===== src/rtl/ags_pkg.sv =====
// Shared types and constants for the argsort block.
// Holds the sorter cell entry, the cell control struct and the controller state.
// No dependencies.
package ags_pkg;

    localparam int DEPTH       = 64;
    localparam int VALUE_WIDTH = 32;
    localparam int IDX_W       = $clog2(DEPTH);
    localparam int CNT_W       = $clog2(DEPTH + 1);

    // Stream payload widths, padded to whole bytes.
    localparam int S_TDATA_W = ((VALUE_WIDTH + 7) / 8) * 8;
    localparam int M_TDATA_W = ((VALUE_WIDTH + IDX_W + 7) / 8) * 8;

    // One held element: its value and its arrival position.
    typedef struct packed {
        logic                          valid;
        logic signed [VALUE_WIDTH-1:0] value;
        logic [IDX_W-1:0]              idx;
    } t_entry;

    // Per-cycle command broadcast along the cell chain.
    typedef struct packed {
        logic insert;     // place a new element into the sorted row
        logic shift_dn;   // move every entry one cell toward cell 0
        logic shift_up;   // move every entry one cell away from cell 0
    } t_cell_ctl;

    typedef enum logic {
        ST_LOAD,
        ST_UNLOAD
    } t_state;

endpackage


===== src/rtl/ags_cell.sv =====
// One cell of the insertion-sort chain: holds a single entry.
// Depends on ags_pkg for the entry and control types.
// The row is kept in ascending (value, index) order from cell 0 up.
module ags_cell
    import ags_pkg::*;
(
    input  logic                          i_clk,
    input  logic                          i_rst_n,
    input  t_cell_ctl                     i_ctl,
    input  logic signed [VALUE_WIDTH-1:0] i_new_value,
    input  logic [IDX_W-1:0]              i_new_idx,
    input  t_entry                        i_lo,         // entry of the cell below
    input  t_entry                        i_hi,         // entry of the cell above
    input  logic                          i_lo_take,    // cell below also moves up
    output logic                          o_take,
    output t_entry                        o_entry
);

    logic                          r_valid;
    logic signed [VALUE_WIDTH-1:0] r_value;
    logic [IDX_W-1:0]              r_idx;
    t_entry                        n_entry;

    // The new element arrives last, so on an equal value it goes above.
    assign o_take = !r_valid || (i_new_value < r_value);

    // Next entry: insert, shift, or hold.
    always_comb begin
        n_entry = '{valid: r_valid, value: r_value, idx: r_idx};
        priority if (i_ctl.insert) begin
            if (o_take) begin
                if (i_lo_take) begin
                    n_entry = i_lo;
                end else begin
                    n_entry = '{valid: 1'b1, value: i_new_value, idx: i_new_idx};
                end
            end
        end else if (i_ctl.shift_dn) begin
            n_entry = i_hi;
        end else if (i_ctl.shift_up) begin
            n_entry = i_lo;
        end else begin
            n_entry = '{valid: r_valid, value: r_value, idx: r_idx};
        end
    end

    always_ff @(posedge i_clk) begin
        if (!i_rst_n) begin
            r_valid <= 1'b0;
        end else begin
            r_valid <= n_entry.valid;
        end
    end

    always_ff @(posedge i_clk) begin
        r_value <= n_entry.value;
        r_idx   <= n_entry.idx;
    end

    assign o_entry = '{valid: r_valid, value: r_value, idx: r_idx};

endmodule

===== config.mk =====
export PLATFORM = sky130hd
export DESIGN_NAME = ags_cell
export DESIGN_NICKNAME = d
export VERILOG_FILES = /design/src/rtl/ags_pkg.sv /design/src/rtl/ags_cell.sv
export SDC_FILE = /design/constraint.sdc
export NUM_CORES = 1
export LEC_CHECK = 0
export BUFFER_PORTS_ARGS = -buffer_cell sky130_fd_sc_hd__buf_2
export CORE_MARGIN = 1
export CORE_UTILIZATION = 25
export CTS_BUF_LIST = sky130_fd_sc_hd__clkbuf_4 sky130_fd_sc_hd__clkbuf_8
export CTS_CLUSTER_SIZE = 12
export DETAILED_ROUTE_END_ITERATION = 10
export RECOVER_POWER = 25
export SYNTH_ARGS = -nofsm -noshare
export SYNTH_HDL_FRONTEND = slang
export SYNTH_SLANG_ARGS = --single-unit

===== constraint.sdc =====
create_clock -name i_clk -period 10.9 [get_ports i_clk]
set_input_delay 2.18 -clock i_clk [delete_from_list [all_inputs] [get_ports i_clk]]
set_output_delay 2.18 -clock i_clk [all_outputs]
set_load 0.005 [all_outputs]

=== Yosys cells after proc, flatten, opt, wreduce, memory -nomap -nowiden ===
Index checks and enable logic that the tools add are counted.
Widths: inputs -> output; s select.

* Order comparisons: 1
* Eq/ne operators: 1
* Muxes and demuxes: 5
* Reduce and logical (&&, ||, !) cells: 4

{| class="wikitable"
|+ Operators by type and width
! cell !! count
|-
| $mux 39 || 5
|-
| $lt 32x32->1 || 1
|-
| $reduce_bool 3->1 || 1
|-
| $ne 2x1->1 const B || 1
|-
| $reduce_and 2->1 || 1
|-
| $logic_not 1->1 || 1
|-
| $logic_or 1x1->1 || 1
|}

* Bits in registers: 39
* Input bits: 122
* Output and inout bits: 40

=== Depth between registers and ports, before layout ===
* Word-level depth: 4
* Depth in mapped cells: 8

=== Least setup slack after synthesis ===
OpenSTA, ideal clock, no wires.

* Path kind: input-to-output
* Start point: input port i_new_value[7]
* End point: output port o_take
* Arrival time: 3.560 ns
* Slack: 5.160 ns
* Cell stages on the path: 7
* Path buffers: 0
* Path through: ha_1 and3_1 a221o_1 a2bb2oi_1 a21oi_1 o211ai_1 o31a_1

* Word-level cells in the longest chain between the ends: 2

{| class="wikitable"
|+ RTL lines
! element !! line !! text
|-
| start, declared || ags_cell.sv:10 || <nowiki>input logic signed [VALUE_WIDTH-1:0] i_new_value,</nowiki>
|-
| $lt 32x32->1 || ags_cell.sv:25 || <nowiki>assign o_take = !r_valid || (i_new_value < r_value);</nowiki>
|-
| $logic_or 1x1->1 || ags_cell.sv:25 ||
|-
| end, declared || ags_cell.sv:15 || <nowiki>output logic o_take,</nowiki>
|}

No other way between the ends.

=== Final worst setup path ===
* Start point: input port i_new_value[31]
* End point: output port o_take

The elaborated chain is that of the path after synthesis.

==> results by group <==
Outcome
  • Outcome: completed

Finish
  • Register cell area after layout: 1160 um2
  • Fin nets: 640
  • Multi-input logic area: 1870 um2
  • Non-filler cells, final: 660
  • N_diodes: 0
  • P&R area growth vs syn: 32.3%
  • Fillers: 1350
  • Layout cells sized above 1: about a third

Yosys
  • Seq cells post-synth: 39
  • Cell taking the most area after synthesis: edfxtp_1
  • Post-synth ARST share: 0%
  • Area of the mapped netlist: about 3200 um2
  • Most frequent cells after synthesis: a21oi_1, a211oi_1, edfxtp_1, mux2i_1, nor2b_1
  • Synth area leaders: edfxtp_1, ha_1, mux2i_1
  • Register area share after synthesis: 35.9%
  • Syn nets: between 400 and 500
  • Total number of yosys warnings: 0
  • Synthesized area per cell: 9.58 um2
  • Area share of the largest cell type after synthesis: 35.3%
  • Number of synthesized flops with an enable pin: 38
  • Syn Inst Count: 338
  • Count leader, synth: a21oi_1
  • Top_reg_cell synth: edfxtp_1
  • Distinct cells, synth: 39

Clocking
  • Num CTS Buffers: 5
  • CTS resizes: 0
  • Clk_lat worst skew: 0.29 ns
  • CTS tree: done
  • H-Tree Depth: 2
  • Root buf cell: clkbuf_8
  • Cts hold-fix bufs: 0
  • Setup Fix Bufs, Post-CTS: 0
  • Clock-pin slew on the worst setup and hold paths: 0.08 ns
  • Clock Path Buffers: 2
  • CTS Sinks: 39

Die
  • Die X: ~120 um
  • I/O pin total: 162
  • Core box area: 12600 um2
  • Die H: 116 um
  • Starting density of the core: 25.6%
  • Num rows: 41
  • Die Area: 13400 um2

STA
  • Skew final: 0.00852 ns
  • RSZ-0062 raised after global routing: no
  • WHS: 0.566 ns
  • Max Freq: 161 MHz
  • # setup viols final: 0
  • Setup WS post-layout: 4.68 ns
  • Post-route clock period utilization: roughly 57%
  • Final setup TNS: 0 ns
  • Final slew viol count: 0
  • Slew headroom: 45.6%
  • Worst-margin pin slew: 0.815 ns
  • Final hold violations: 0
  • Period minus WS final: 6.22 ns

Detailed routing
  • Per-cell routed wire length: 13.2 um
  • Routed WL: 8.73 mm
  • Via-to-Cell Ratio: around 4.6
  • DR vias: 3017
  • ANT nets after route: 0
  • DR pass1 iterations: 4
  • Post-route DRC violation count: 0
  • DR iter-0 viols: 60

Setup path
  • Setup CP Type: primary input to output port
  • Data arrival, critical path: between 4 and 5 ns
  • Critical Path Fanout Max: 6
  • Slowest-stage cell, CP: nor4_1
  • Crit path largest cell delay: roughly 0.47 ns
  • Element type at the critical path end: output port
  • Startpoint types: primary input
  • Cell seen most often among critical-path stages: buf_2
  • Worst EP required: 8.72 ns
  • Worst path cell trace: buf_2, ha_1, nand4_1, nor4_1, nand2_1, a21oi_1, o211ai_1, o31a_1, buf_2

Placement
  • GPL Wtd Cong: between 0.7 and 0.8
  • Port bufs: 161
  • Post-DP HPWL: 6.63 mm
  • Post-placement cell count: roughly 650
  • DP Worst Slack: approximately 4.6 ns

Global route
  • Global-route wire length before repair: 13.3 mm
  • Pin count of the biggest net entering global routing: 83
  • GRT Total Usage: 12.9%
  • Overflow after GRT: 0
  • Vias in the first global route: 2777
  • Initial antenna violation count: 0

Power and ir drop
  • PD cells: approximately 110 nW/um2
  • Leakage power: 2.00 nW
  • Worst vdd ir: 0.0434 mV

Worst hold path
  • Worst hold path type: flip-flop to flip-flop

Job
  • Max Cap Viol: 0
## worst max-delay path, delay by kind of cell
kind            cells  cell delay [ns]
simple gates        3             0.78
compound gates      3             0.45
fa+ha+maj           1             0.38
buf+inv             2             0.26
## stage by stage
| stage | power, mW | util, % | instance area (um2) |
|---|---|---|---|
| 6_report | 0.464 | 33.9 | 4280 |
| 5_1_grt | 0.501 | 33.9 | 4280 |
| 4_1_cts | 0.476 | 34.1 | 4310 |
| 3_5_place_dp | 0.358 | 33.3 | 4200 |
| 3_3_place_gp | 0.355 | 33.3 | 4200 |
| 2_1_floorplan | 0.289 | - | 3240 |
## final timing paths
check / cells after the start / start / slack [ns] / to
worst max register to register: 8 / r_value[7] / 7.86 / r_value[12]
worst min register to register: 2 / r_valid / 0.57 / r_valid
worst max-delay path: 9 / i_new_value[31] / 4.68 / o_take
worst min-delay path: 2 / r_valid / 0.57 / r_valid
## area by class of cell
class / instances / share of cell area, %
Multi-Input combinational cell: 245 / 43.7
Tap cell: 172 / 5.03
Clock buffer: 8 / 2.43
Sequential cell: 39 / 27.1
Timing Repair Buffer: 165 / 19.0
Inverter: 31 / 2.72
## cells in the final DEF, fill, tap and decap left out, drive strengths merged, types with 4 or more instances in the layout
cell / instances
a21oi: 49
o21ai: 4
mux2i: 38
nand2: 14
buf: 148
a211oi: 38
edfxtp: 38
ha: 31
clkbuf: 25
nor2b: 37
inv: 31
## routing by layer
layer / vias up / track usage, % / routed length, um
li1: 1555 / - / -
met1: 1364 / 16.1 / 4080
met2: 93 / 23.3 / 4160
met3: 5 / 1.94 / 397
met4: 0 / 3.25 / 82
met5: - / 0 / 0
## sequential cells by signal, indices dropped and copies added, names as in the netlist
| register | flops |
|---|---|
| r_value | 32 |
| r_idx | 6 |
| r_valid | 1 |
## where the power goes
group	switching, mW	total, mW	internal [mW]	leakage, nW
combinational	0.0786	0.148	0.0692	1.55
clock	0.0547	0.115	0.0604	0.0549
sequential	0.0104	0.201	0.191	0.394
total	0.144	0.464	0.321	2.00
## kinds of logic after synthesis
logic type	after synthesis	synth area share, %
muxes	39	12.1
adders and majority gates	31	12.0
AOI/OAI and AO/OA	106	21.1
DFF	39	35.9
and+or+nand+nor	69	12.5
buffers and inverters	54	6.46
Note: power is estimated with default switching activity, not from simulation.
